==> config.mk <==
export PLATFORM = sky130hd
export DESIGN_NAME = decimal_text_to_integer_saturating
export DESIGN_NICKNAME = d
export VERILOG_FILES = /design/src/dtis_pkg.sv /design/src/decimal_text_to_integer_saturating.sv /design/src/dtis_field.sv
export SDC_FILE = /design/constraint.sdc
export NUM_CORES = 1
export LEC_CHECK = 0
export BUFFER_PORTS_ARGS = -buffer_cell sky130_fd_sc_hd__buf_2
export CAP_MARGIN = 15
export CORE_ASPECT_RATIO = 1.25
export CORE_MARGIN = 5
export CORE_UTILIZATION = 57
export DETAILED_ROUTE_END_ITERATION = 7
export PLACE_DENSITY = 0.8
export SETUP_SLACK_MARGIN = 0.2
export SLEW_MARGIN = 20
export SYNTH_ARGS = -nofsm -noshare
export SYNTH_HDL_FRONTEND = slang
export SYNTH_HIERARCHICAL = 1
export SYNTH_SLANG_ARGS = --single-unit
==> constraint.sdc <==
create_clock -name clk -period 6.93 [get_ports clk]
set_input_delay 0.693 -clock clk [delete_from_list [all_inputs] [get_ports clk]]
set_output_delay 0.693 -clock clk [all_outputs]
set_load 0.02 [all_outputs]
==> src/dtis_pkg.sv <==
// ----------------------------------------------------------------------------
// dtis_pkg
// Shared types and constants for the decimal text to integer converter:
// configuration register indexes and the result word layout.
// ----------------------------------------------------------------------------
package dtis_pkg;

    localparam int CHAR_W    = 8;
    localparam int VALUE_W   = 64;
    localparam int CFG_IDX_W = 1;

    typedef logic [CFG_IDX_W-1:0] cfg_index_t;

    localparam cfg_index_t CFG_SIGNED_MODE = 1'b0;
    localparam cfg_index_t CFG_WIDE_MODE   = 1'b1;

    typedef struct packed {
        logic [VALUE_W-1:0] value_bits;
        logic               saturated;
        logic               no_digits;
    } dtis_result_t;

endpackage

==> src/decimal_text_to_integer_saturating.sv <==
// A word that ends a field passes from the input register through the field
// parser into the output register. Throughput: one character word per cycle,
// except while a field-ending word waits on a stalled output.
// A result waiting on the output holds back only a character that ends a field.
// Reset clears the field state and both stages; signed_mode and wide_mode reset to 1.
// ----------------------------------------------------------------------------
// decimal_text_to_integer_saturating
// Streaming decimal text to integer converter with saturation, taking one
// character per word and giving one result word per field.
// ----------------------------------------------------------------------------
module decimal_text_to_integer_saturating (
    input  logic                          clk,
    input  logic                          rst_n,
    input  logic                          cfg_write,
    input  dtis_pkg::cfg_index_t          cfg_index,
    input  logic                          cfg_data,
    input  logic                          in_valid,
    output logic                          in_ready,
    input  logic [dtis_pkg::CHAR_W-1:0]   char_code,
    output logic                          out_valid,
    input  logic                          out_ready,
    output logic [dtis_pkg::VALUE_W-1:0]  value_bits,
    output logic                          saturated,
    output logic                          no_digits
);

    logic                        signed_mode_reg;
    logic                        wide_mode_reg;
    logic                        in_valid_reg;
    logic [dtis_pkg::CHAR_W-1:0] char_reg;
    logic                        out_valid_reg;
    dtis_pkg::dtis_result_t      result_reg;
    dtis_pkg::dtis_result_t      result_next;

    logic ends_field;
    logic out_free;
    logic advance;

    dtis_field u_field (
        .clk         (clk),
        .rst_n       (rst_n),
        .signed_mode (signed_mode_reg),
        .wide_mode   (wide_mode_reg),
        .char_code   (char_reg),
        .step        (advance),
        .ends_field  (ends_field),
        .result      (result_next)
    );

    assign out_free = !out_valid_reg || out_ready;
    assign advance  = in_valid_reg && (!ends_field || out_free);
    assign in_ready = !in_valid_reg || advance;

    assign out_valid  = out_valid_reg;
    assign value_bits = result_reg.value_bits;
    assign saturated  = result_reg.saturated;
    assign no_digits  = result_reg.no_digits;

    always_ff @(posedge clk or negedge rst_n)
    begin
        if (!rst_n)
        begin
            signed_mode_reg <= 1'b1;
            wide_mode_reg   <= 1'b1;
        end
        else if (cfg_write)
        begin
            unique case (cfg_index)
                dtis_pkg::CFG_SIGNED_MODE: signed_mode_reg <= cfg_data;
                dtis_pkg::CFG_WIDE_MODE:   wide_mode_reg   <= cfg_data;
                default:
                begin
                end
            endcase
        end
    end

    always_ff @(posedge clk or negedge rst_n)
    begin
        if (!rst_n)
        begin
            in_valid_reg  <= 1'b0;
            out_valid_reg <= 1'b0;
        end
        else
        begin
            if (in_ready)
            begin
                in_valid_reg <= in_valid;
            end
            if (out_free)
            begin
                out_valid_reg <= advance && ends_field;
            end
        end
    end

    // hold payload until the next word or result loads
    always_ff @(posedge clk)
    begin
        if (in_valid && in_ready)
        begin
            char_reg <= char_code;
        end
        if (advance && ends_field && out_free)
        begin
            result_reg <= result_next;
        end
    end

endmodule

==> src/dtis_field.sv <==
// ----------------------------------------------------------------------------
// dtis_field
// Field parser: holds the state of the field in progress, accumulates
// digits with overflow detection and forms the clamped result word.
// ----------------------------------------------------------------------------
module dtis_field (
    input  logic                        clk,
    input  logic                        rst_n,
    input  logic                        signed_mode,
    input  logic                        wide_mode,
    input  logic [dtis_pkg::CHAR_W-1:0] char_code,
    input  logic                        step,
    output logic                        ends_field,
    output dtis_pkg::dtis_result_t      result
);

    localparam logic [7:0] CHAR_SPACE = 8'h20;
    localparam logic [7:0] CHAR_PLUS  = 8'h2B;
    localparam logic [7:0] CHAR_MINUS = 8'h2D;
    localparam logic [7:0] CHAR_ZERO  = 8'h30;
    localparam logic [7:0] CHAR_NINE  = 8'h39;

    localparam logic [63:0] LIM_U64     = 64'hFFFF_FFFF_FFFF_FFFF;
    localparam logic [63:0] LIM_S64_POS = 64'h7FFF_FFFF_FFFF_FFFF;
    localparam logic [63:0] LIM_S64_NEG = 64'h8000_0000_0000_0000;
    localparam logic [63:0] LIM_U32     = 64'h0000_0000_FFFF_FFFF;
    localparam logic [63:0] LIM_S32_POS = 64'h0000_0000_7FFF_FFFF;
    localparam logic [63:0] LIM_S32_NEG = 64'h0000_0000_8000_0000;

    localparam logic [63:0] QUOT_U64 = 64'd1844674407370955161;
    localparam logic [63:0] QUOT_S64 = 64'd922337203685477580;
    localparam logic [63:0] QUOT_U32 = 64'd429496729;
    localparam logic [63:0] QUOT_S32 = 64'd214748364;

    logic        in_field_reg,  in_field_next;
    logic [63:0] magnitude_reg, magnitude_next;
    logic        negative_reg,  negative_next;
    logic        overflow_reg,  overflow_next;
    logic        seen_digit_reg, seen_digit_next;

    logic        is_digit;
    logic        is_space;
    logic        is_sign;
    logic [3:0]  digit;
    logic        neg;
    logic [63:0] lim;
    logic [63:0] quot;
    logic [3:0]  rem;
    logic        digit_over;
    logic [63:0] mag_scaled;
    logic        sat;
    logic [63:0] clamped;
    logic [63:0] value;

    always_comb
    begin
        is_digit = (char_code >= CHAR_ZERO) && (char_code <= CHAR_NINE);
        is_space = (char_code == CHAR_SPACE);
        is_sign  = signed_mode && ((char_code == CHAR_PLUS) || (char_code == CHAR_MINUS));
        digit    = char_code[3:0];
        ends_field = !is_digit && !(!in_field_reg && (is_space || is_sign));
        neg      = signed_mode && negative_reg;

        case ({wide_mode, signed_mode, neg})
            3'b100, 3'b101:
            begin
                lim = LIM_U64;     quot = QUOT_U64; rem = 4'd5;
            end
            3'b110:
            begin
                lim = LIM_S64_POS; quot = QUOT_S64; rem = 4'd7;
            end
            3'b111:
            begin
                lim = LIM_S64_NEG; quot = QUOT_S64; rem = 4'd8;
            end
            3'b000, 3'b001:
            begin
                lim = LIM_U32;     quot = QUOT_U32; rem = 4'd5;
            end
            3'b010:
            begin
                lim = LIM_S32_POS; quot = QUOT_S32; rem = 4'd7;
            end
            default:
            begin
                lim = LIM_S32_NEG; quot = QUOT_S32; rem = 4'd8;
            end
        endcase

        digit_over = (magnitude_reg > quot) || ((magnitude_reg == quot) && (digit > rem));
        mag_scaled = (magnitude_reg << 3) + (magnitude_reg << 1) + {60'd0, digit};

        sat     = overflow_reg || (magnitude_reg > lim);
        clamped = sat ? lim : magnitude_reg;
        value   = neg ? (64'd0 - clamped) : clamped;
        if (!wide_mode)
        begin
            value[63:32] = 32'd0;
        end
        result.value_bits = value;
        result.saturated  = sat;
        result.no_digits  = !seen_digit_reg;
    end

    always_comb
    begin
        in_field_next   = in_field_reg;
        magnitude_next  = magnitude_reg;
        negative_next   = negative_reg;
        overflow_next   = overflow_reg;
        seen_digit_next = seen_digit_reg;
        if (step)
        begin
            if (is_digit)
            begin
                seen_digit_next = 1'b1;
                in_field_next   = 1'b1;
                if (!overflow_reg)
                begin
                    if (digit_over)
                    begin
                        overflow_next = 1'b1;
                    end
                    else
                    begin
                        magnitude_next = mag_scaled;
                    end
                end
            end
            else if (ends_field)
            begin
                in_field_next   = 1'b0;
                magnitude_next  = 64'd0;
                negative_next   = 1'b0;
                overflow_next   = 1'b0;
                seen_digit_next = 1'b0;
            end
            else if (is_sign)
            begin
                negative_next = (char_code == CHAR_MINUS);
                in_field_next = 1'b1;
            end
        end
    end

    always_ff @(posedge clk or negedge rst_n)
    begin
        if (!rst_n)
        begin
            in_field_reg   <= 1'b0;
            magnitude_reg  <= 64'd0;
            negative_reg   <= 1'b0;
            overflow_reg   <= 1'b0;
            seen_digit_reg <= 1'b0;
        end
        else
        begin
            in_field_reg   <= in_field_next;
            magnitude_reg  <= magnitude_next;
            negative_reg   <= negative_next;
            overflow_reg   <= overflow_next;
            seen_digit_reg <= seen_digit_next;
        end
    end

endmodule

Word-level counts from Yosys, hierarchy flattened
Index checks and enable logic that the tools add are counted.

Bits in registers: 146. Bits in latches: 0. Bits in writable memories: 0. Memory bits (read-only): 0. Input bits: 15. Output and inout port bits: 68. Logic and storage cells: 94. Memories kept: 0.

Add/sub/neg operators: 3. $mul: 0. Divide/modulo/power cells: 0. Magnitude comparators: 5. Equal/unequal tests: 12. Shift operators: 0. Mux-type cells: 19. Bitwise operators: 2. Reductions and logical operators: 39.

Operators with widths (count): 64-bit two-way mux (6); 64-bit case mux with 5 select lines (1); 61-bit case mux with 3 select lines (1); 64-bit by 4-bit adder with 64-bit output (1); 64-bit adder (1); 64-bit by 61-bit equality test with 1-bit output (1); 64-bit by 61-bit > comparator with 1-bit output (1); 64-bit > comparator (1); 1-bit by 64-bit subtractor with 64-bit output (first input constant) (1); 8-bit by 6-bit equality test with 1-bit output (second input constant) (3); 3-bit equality test (second input constant) (4); 1-bit logical AND (10); 1-bit two-way mux (10); 8-bit by 6-bit greater-or-equal comparator with 1-bit output (second input constant) (1); 8-bit by 6-bit <= comparator with 1-bit output (second input constant) (1); 4-bit case mux with 2 select lines (1); 2-bit AND reduction (4); 2-bit OR reduction (4); 1-bit zero test (7); 1-bit logical OR (7); 4-bit > comparator (1); 2-bit inequality test (second input constant) (2); 4-bit AND reduction (1); 2-bit nonzero test (2); 7 further kinds (8).

Longest topological paths before layout
Gate-level depths: netlist of run 1.

Depth in word-level cells: 12. Mapped depth: 30. Gate-level depth less buffers: 24.

Cells and area by module
Netlist of run 1, hierarchy kept.

Modules (own cells, without submodules): dtis_field (instances 1, cells an instance 1572, area an instance 12266.8 sq um, seq. area each 1701.6 sq um); decimal_text_to_integer_saturating (instances 1, cells an instance 90, area an instance 2423.6 sq um, seq. area each 2324.7 sq um).

Least setup slack after synthesis of run 1
OpenSTA, ideal clock, no wires.

Kind: flip-flop to flip-flop. Start: register signed_mode_reg. End: register result_reg, in the netlist value_bits[58], data pin. Setup time: 284 ps. Arrival time: 6485 ps. Required time: 6646 ps. Path slack: 161 ps. Cell stages (with the launch flop): 29. Path buffers: 8. Clock period less this slack: 6769 ps. Cells stage by stage: dfstp_2 -> and2_1 -> clkbuf_1 -> clkbuf_1 -> buf_1 -> ha_1 -> a21o_1 -> a21o_1 -> a21oi_1 -> o211ai_1 -> a221o_1 -> o21ai_4 -> buf_6 -> buf_2 -> buf_2 -> clkbuf_1 -> a21boi_0 -> inv_1 -> ha_1 -> clkbuf_1 -> and3_1 -> nand2b_1 -> nor2_1 -> nand2_1 -> nor4_4 -> o22ai_2 -> nor3b_2 -> mux2i_1 -> a211oi_2.

Cells in the longest elaborated chain, start to end: 9. Elaborated cells between the ends (all ways): 16. Those cells by class: add/sub: 1; order compare: 1; eq/ne: 6; mux: 3; reduce/logical: 5.

RTL lines: start, declared (RTL line decimal_text_to_integer_saturating.sv:27) `logic signed_mode_reg;`; start signal, assigned (RTL line decimal_text_to_integer_saturating.sv:69) `dtis_pkg::CFG_SIGNED_MODE: signed_mode_reg <= cfg_data;`; 1-bit logical AND (RTL line dtis_field.sv:62) `neg = signed_mode && negative_reg;`; 3-bit by 1-bit equality test with 1-bit output (tied with other cells) (RTL line dtis_field.sv:64) `case ({wide_mode, signed_mode, neg})`; 2-bit OR reduction (on tied branches); 64-bit case mux with 5 select lines (RTL line dtis_field.sv:64); 64-bit > comparator (RTL line dtis_field.sv:94) `sat = overflow_reg || (magnitude_reg > lim);`; 1-bit logical OR (RTL line dtis_field.sv:94); 64-bit two-way mux (RTL line dtis_field.sv:95) `clamped = sat ? lim : magnitude_reg;`; 1-bit by 64-bit subtractor with 64-bit output (RTL line dtis_field.sv:96) `value = neg ? (64'd0 - clamped) : clamped;`; 64-bit two-way mux (*) (RTL line dtis_field.sv:96); end signal, assigned (RTL line decimal_text_to_integer_saturating.sv:107) `result_reg <= result_next;`; end, declared (RTL line decimal_text_to_integer_saturating.sv:32) `dtis_pkg::dtis_result_t result_reg;`.

Mark *: on every way between the ends. The rest lies on a longest branch, timed or not. A chain may end at the register's enable or synchronous reset.

==> results of run 1 <==
## worst max-delay path: cells and delay by family (launching register included)
kind	cells	cell delay, ps
flip-flops	1	720
AO/OA/AOI/OAI	11	2690
buffers and inverters	3	380
AND/OR/NAND/NOR	7	1600
adder cells (fa/ha/maj)	2	690
## routing by layer
| metal | wire (um) | share of wire (%) |
|---|---|---|
| met3 | 2700 | 6.5 |
| met5 | 0 | 0 |
| met4 | 1680 | 4.1 |
| met2 | 19900 | 48 |
| met1 | 17000 | 41 |
## layout by cell type (no fill, tap or decap), drive strengths merged, types with 6 or more instances in the layout
| master | n |
|---|---|
| nand2 | 186 |
| nor4 | 15 |
| o41ai | 6 |
| o21bai | 12 |
| a21oi | 143 |
| a31oi | 20 |
| ha | 230 |
| clkbuf | 19 |
| and2 | 9 |
| o211ai | 10 |
| o31a | 7 |
| and3 | 13 |
| nor3 | 45 |
| inv | 35 |
| o22ai | 6 |
| o21ai | 103 |
| nor2b | 17 |
| nand2b | 23 |
| or3 | 20 |
| a211oi | 24 |
| a221o | 6 |
| a21o | 53 |
| xnor2 | 48 |
| buf | 94 |
| xor2 | 45 |
| o311ai | 18 |
| nor2 | 112 |
| nand4b | 7 |
| mux2i | 66 |
| nand4 | 34 |
| nand3 | 25 |
| edfxtp | 74 |
| dfrtp | 70 |
| o21a | 14 |
## synth_stat cells (all sizes together), types with 45 or more instances
cell type,count
xor2,45
edfxtp,74
xnor2,48
ha,230
nor2,112
dfrtp,70
nand2,186
clkbuf,59
o21ai,103
a21oi,143
a21o,53
nor3,45
mux2i,66
## power by group
group	total [mW]	internal, mW	switching [mW]
sequential	0.985	0.964	0.0214
clock	0.950	0.565	0.386
combinational	0.412	0.133	0.279
total	2.35	1.66	0.685
## stage by stage
| stage | cells | setup WS [ps] |
|---|---|---|
| 2_1_floorplan | 1662 | 215 |
| 3_3_place_gp | 2010 | 926 |
| 3_5_place_dp | 2010 | 744 |
| 4_1_cts | 2042 | 735 |
| 5_1_grt | 2042 | 235 |
| 6_report | 2042 | 686 |
## area by class of cell
cell class / instances / area [um^2]
clock buffer: 19 / 433
timing repair buffer: 94 / 503
fill: 2160 / 9480
multi-input combinational: 1401 / 10200
clock inverter: 13 / 160
inverter: 34 / 128
sequential: 146 / 4030
tap: 335 / 419
## cells by family (layout without fill, tap and decap cells)
family / after synthesis / count (layout) / share of synthesized area (%)
compound gates: 474 / 474 / 21.1
buf+inv: 115 / 160 / 3.13
fa+ha+maj: 232 / 232 / 19.9
xor+xnor: 93 / 93 / 5.54
flops: 146 / 146 / 27.4
mux: 69 / 69 / 4.78
simple gates: 533 / 533 / 18.2
## worst max path at each step
stage                    start  cells past startpoint             end  slack (ps)
3_5_place_dp   signed_mode_reg                     23  value_bits[58]         740
6_report       signed_mode_reg                     23  value_bits[38]         690
2_1_floorplan  signed_mode_reg                     28  value_bits[58]         220
3_3_place_gp   signed_mode_reg                     23  value_bits[58]         930
4_1_cts        signed_mode_reg                     23  value_bits[58]         740
5_1_grt        signed_mode_reg                     23  value_bits[58]         230
==> impl_metrics.csv, run 1 <==
group,metric,value,unit
synth,synthesis.area,0.0147,mm^2
critical_path,cp.required,7230,ps
critical_path,start_kind,"register",
routing,firstDrtPassIters,7,
timing,rsz0062_at_grt,"false",
routing,vias,13372,
critical_path,regToRegEndpoint,"value_bits[38]",
synth,yosysTopAreaCellShare,19.6,%
timing,holdWs,380,ps
floorplan,rows,65,
critical_path,worstRegToRegCells,23,
timing,hold_viol_final,0,
timing,tightestPinTransition,1050,ps
grt,grt_max_degree,81,
grt,grt_pass1_vias,13272,
grt,met1_usage,35.5,%
pwr,power_density,148,mW/mm^2
placement,dpl_cell_area,0.0153,mm^2
routing,routed_via_density,6.55,
timing,period_minus_slack,6240,ps
layout,syn2layout_area_growth,8.18,%
floorplan,dieArea,0.0291,mm^2
critical_path,slowest_stage,"dfstp_2",
timing,tns,0,ps
cts,cts_tree,"done",
routing,drtIter0Drc,1184,
timing,final_max_slew_viol_count,0,
grt,grt_usage,28.3,%
cts,cts_resized,0,
cts,cts_setup_buffers,0,
routing,drc,0,
synth,async_reset_ff_share,49.3,%
floorplan,num_io_pins,83,
timing,setup_viol,0,
synth,synth_area_leaders,"ha_1, edfxtp_1, dfrtp_1, a21oi_1, nand2_1",
routing,antenna_left,0,
grt,grt_use_met3,3.84,%
timing,finalClockSkew,12.1,ps
floorplan,core,0.0254,mm^2
timing,slew_headroom,30.0,%
layout,utilization,62.6,%
floorplan,die_w,154,um
cts,cts_sinks,146,
placement,gp_congestion,0.961,
grt,gr-total-overflow,0,
run,cap_viol_max_count,0,
layout,layout.nets,1941,
critical_path,reg2reg_from,"signed_mode_reg",
placement,dp_hpwl,30100,um
cts,clk_pin_slew_worst_paths,60,ps
grt,antenna_found_initial,0,
synth,yosysSeqAreaShare,27.4,%
cts,hold_buffers,0,
floorplan,chipHeight,189,um
critical_path,rrSetupSlack,690,ps
critical_path,slowest_delay,720,ps
critical_path,setup.worst_path.end_class,"register",
hold_path,hp-class,"in2async",
synth,syn_nets,1909,
synth,yosys.cell_types.count,85,
synth,synthFlopType,"edfxtp_1",
synth,synth_area_leader_cell,"ha_1",
timing,max_freq,160,MHz
pwr,vdd_drop_max,0.000139,V
pwr,p_leak,8.04,nW
timing,finalCritPeriodShare,90.1,%
cts,cts_buffers,17,
synth,synth_area_per_cell,8.84,um^2
run_status,status,"complete, no violations",
layout,stdcell_area,0.0159,mm^2
routing,wire_per_inst,20.2,um
critical_path,cp_data_arrival_time,6540,ps
layout,diodes,0,
synth,synth.ff_latch_count,146,
synth,ys_warn_count,6,
floorplan,initial_core_util,57.9,%
synth,synth_edf_count,74,
grt,grt_pass1_wl,68000,um
layout,layout-drive-gt1-share,10.1,%
cts,clk_latency,440,ps
critical_path,crit_type,"reg2reg",
grt,busiest_layer,"met2",
pwr,finalPower,2.35,mW
critical_path,crit_path_max_fanout,39,
routing,wirelength,41200,um
placement,io_buffers,82,
grt,grt_use_met2,48.5,%
cts,ctsRootBufferMaster,"clkbuf_16",
cts,htreeDepth,4,
cts,clk_path_buf_depth,2,
synth,syn_inst,1662,
critical_path,path_cells,"and2_2 > inv_1 > nand2_1 > ha_1 > a21o_1 > a21o_1 > a221o_1 > a2111oi_4 > o221ai_2 > o21ai_4 > inv_2 > buf_4 > o21ai_0 > ha_1 > and3_1 > nand2b_1 > nor2_1 > nand2_1 > nor4_4 > o22ai_1 > o311a_1 > o21ai_1 > o211a_1",
No activity file was read; power rests on OpenSTA's default activity.
==> run 2: changes to the inputs <==
--- a/config.mk
+++ b/config.mk
@@ -13,2 +13,3 @@
 export DETAILED_ROUTE_END_ITERATION = 7
+export GPL_TIMING_DRIVEN = 0
 export PLACE_DENSITY = 0.8
--- a/constraint.sdc
+++ b/constraint.sdc
@@ -3,2 +3,2 @@
 set_output_delay 0.693 -clock clk [all_outputs]
-set_load 0.02 [all_outputs]
+set_load 0.1 [all_outputs]
==> impl_metrics.csv, run 2 (synthesized netlist as in run 1, its figures left out) <==
group,metric,value,unit
run_status,status,"complete, no violations",
routing,vias,13856,
grt,grt_pass1_vias,13757,
layout,layout-drive-gt1-share,10.7,%
grt,grt_usage,31.1,%
placement,io_buffers,82,
cts,cts_sinks,146,
timing,period_minus_slack,6540,ps
grt,grt_use_met2,53.4,%
grt,gr-total-overflow,0,
grt,grt_max_degree,48,
timing,slew_headroom,24.3,%
run,cap_viol_max_count,0,
timing,final_max_slew_viol_count,0,
layout,layout_commonest_cell,"ha_1",
layout,final_cells,2118,
routing,wire_per_inst,21.6,um
timing,max_freq,153,MHz
critical_path,start_kind,"register",
timing,layout_setup_ws,387,ps
critical_path,cp_data_arrival_time,6690,ps
routing,drc,0,
critical_path,slowest_stage,"dfrtp_1",
floorplan,die_w,154,um
placement,dp_hpwl,34500,um
timing,hold_viol_final,0,
critical_path,crit_type,"reg2reg",
floorplan,dieArea,0.0291,mm^2
critical_path,crit_path_max_fanout,12,
floorplan,rows,65,
timing,setup_viol,0,
routing,wirelength,45800,um
timing,rsz0062_at_grt,"false",
cts,cts_buffers,17,
critical_path,regToRegEndpoint,"value_bits[58]",
placement,gp_congestion,0.988,
pwr,vdd_drop_max,0.000154,V
placement,placedCellCount,2083,
cts,htreeDepth,4,
cts,clk_path_buf_depth,2,
placement,dp_slack,-1980,ps
critical_path,rrSetupSlack,390,ps
layout,syn2layout_area_growth,11.6,%
floorplan,core,0.0254,mm^2
critical_path,path_common_cell,"buf_6",
critical_path,setup.worst_path.end_class,"register",
floorplan,chipHeight,189,um
pwr,p_leak,8.24,nW
critical_path,reg2reg_from,"u_field/negative_reg",
pwr,power_density,161,mW/mm^2
timing,tightestPinTransition,1140,ps
layout,stdcell_area,0.0164,mm^2
layout,diodes,0,
grt,grt_use_met3,4.44,%
placement,dpl_cell_area,0.0156,mm^2
grt,grt_pass1_wl,72800,um
timing,finalClockSkew,11.7,ps
routing,antenna_left,0,
grt,met1_usage,38.7,%
routing,firstDrtPassIters,7,
timing,tns,0,ps
timing,finalCritPeriodShare,94.4,%
cts,hold_buffers,0,
cts,clk_latency,450,ps
grt,antenna_found_initial,0,
floorplan,initial_core_util,57.9,%
routing,drtIter0Drc,1300,
grt,busiest_layer,"met2",
cts,ctsRootBufferMaster,"clkbuf_16",
critical_path,slowest_delay,480,ps
layout,final_cell_mix,"ha_1, nand2_1, a21oi_1, nor2_1, buf_2",
hold_path,hp-class,"in2async",
routing,routed_via_density,6.54,
cts,cts_tree,"done",
layout,layout.nets,2017,
critical_path,cp.required,7080,ps
floorplan,num_io_pins,83,
critical_path,worstRegToRegCells,30,
cts,clk_pin_slew_worst_paths,60,ps
==> run 2: cell count changes in the layout (fill, tap and decap cells not counted), moves of 2 or more <==
cell	previous run	this run
buf_16	0	3
clkbuf_2	0	3
buf_1	0	7
buf_6	0	4
nand2_4	0	2
clkbuf_1	2	53
clkinv_2	3	0
clkbuf_4	0	2
buf_2	81	90
buf_4	13	6
clkinvlp_4	5	3
==> run 2: timing repair <==
item | in CTS | in global routing
cloned | 1 | 1
pin swaps | 3 | 5
buffers inserted | 2 | 0
setup endpoints to repair | 32 | 15
gates resized for setup | 21 | 23
==> run 2: area by class of cell <==
type	count	area [um^2]
repair buffers	88	531
plain buffers	80	385
inverters	34	128
clock inverters	12	181
multi-input cells	1403	10300
fillers	2142	8980
flip-flops and latches	146	4030
well taps	335	419
clock buffers	20	437
==> run 2: routing by layer <==
| metal | wire [um] | vias to the layer above |
|---|---|---|
| met1 | 18800 | 6645 |
| li1 | - | 6478 |
| met3 | 2730 | 151 |
| met2 | 22100 | 582 |
| met4 | 2150 | 0 |
| met5 | 0 | - |
==> run 2: critical path, delay by kind of cell (launching register included) <==
| kind | cells | cell delay [ps] |
|---|---|---|
| multiplexers | 1 | 250 |
| flip-flops | 1 | 480 |
| buffers and inverters | 10 | 1670 |
| AO/OA/AOI/OAI | 9 | 1860 |
| adder cells (fa/ha/maj) | 2 | 460 |
| AND/OR/NAND/NOR | 8 | 1440 |
==> run 2: worst max path at each step <==
stage / cells past startpoint / start / endpoint / slack [ps]
finish: 30 / u_field/negative_reg / value_bits[58] / 390
global route: 30 / signed_mode_reg / value_bits[58] / 180
CTS: 30 / signed_mode_reg / value_bits[58] / 160
detailed placement: 29 / signed_mode_reg / value_bits[58] / -1980
global placement: 28 / signed_mode_reg / value_bits[58] / -2010
floorplan: 28 / signed_mode_reg / value_bits[58] / 220
==> run 2: report_power, final <==
part           switching (mW)  leakage, nW  internal (mW)
clock network           0.391        0.289          0.604
registers              0.0240         1.73          0.963
logic                   0.502         6.22          0.152
==> run 2: through the flow <==
step / total power, mW / hold slack, ps / utilization, %
global placement: 1.61 / 464 / 61.2
finish: 2.64 / 191 / 64.6
floorplan: 1.48 / 397 / -
global route: 2.72 / 208 / 64.6
CTS: 2.63 / 182 / 64.4
detailed placement: 1.63 / 503 / 61.6
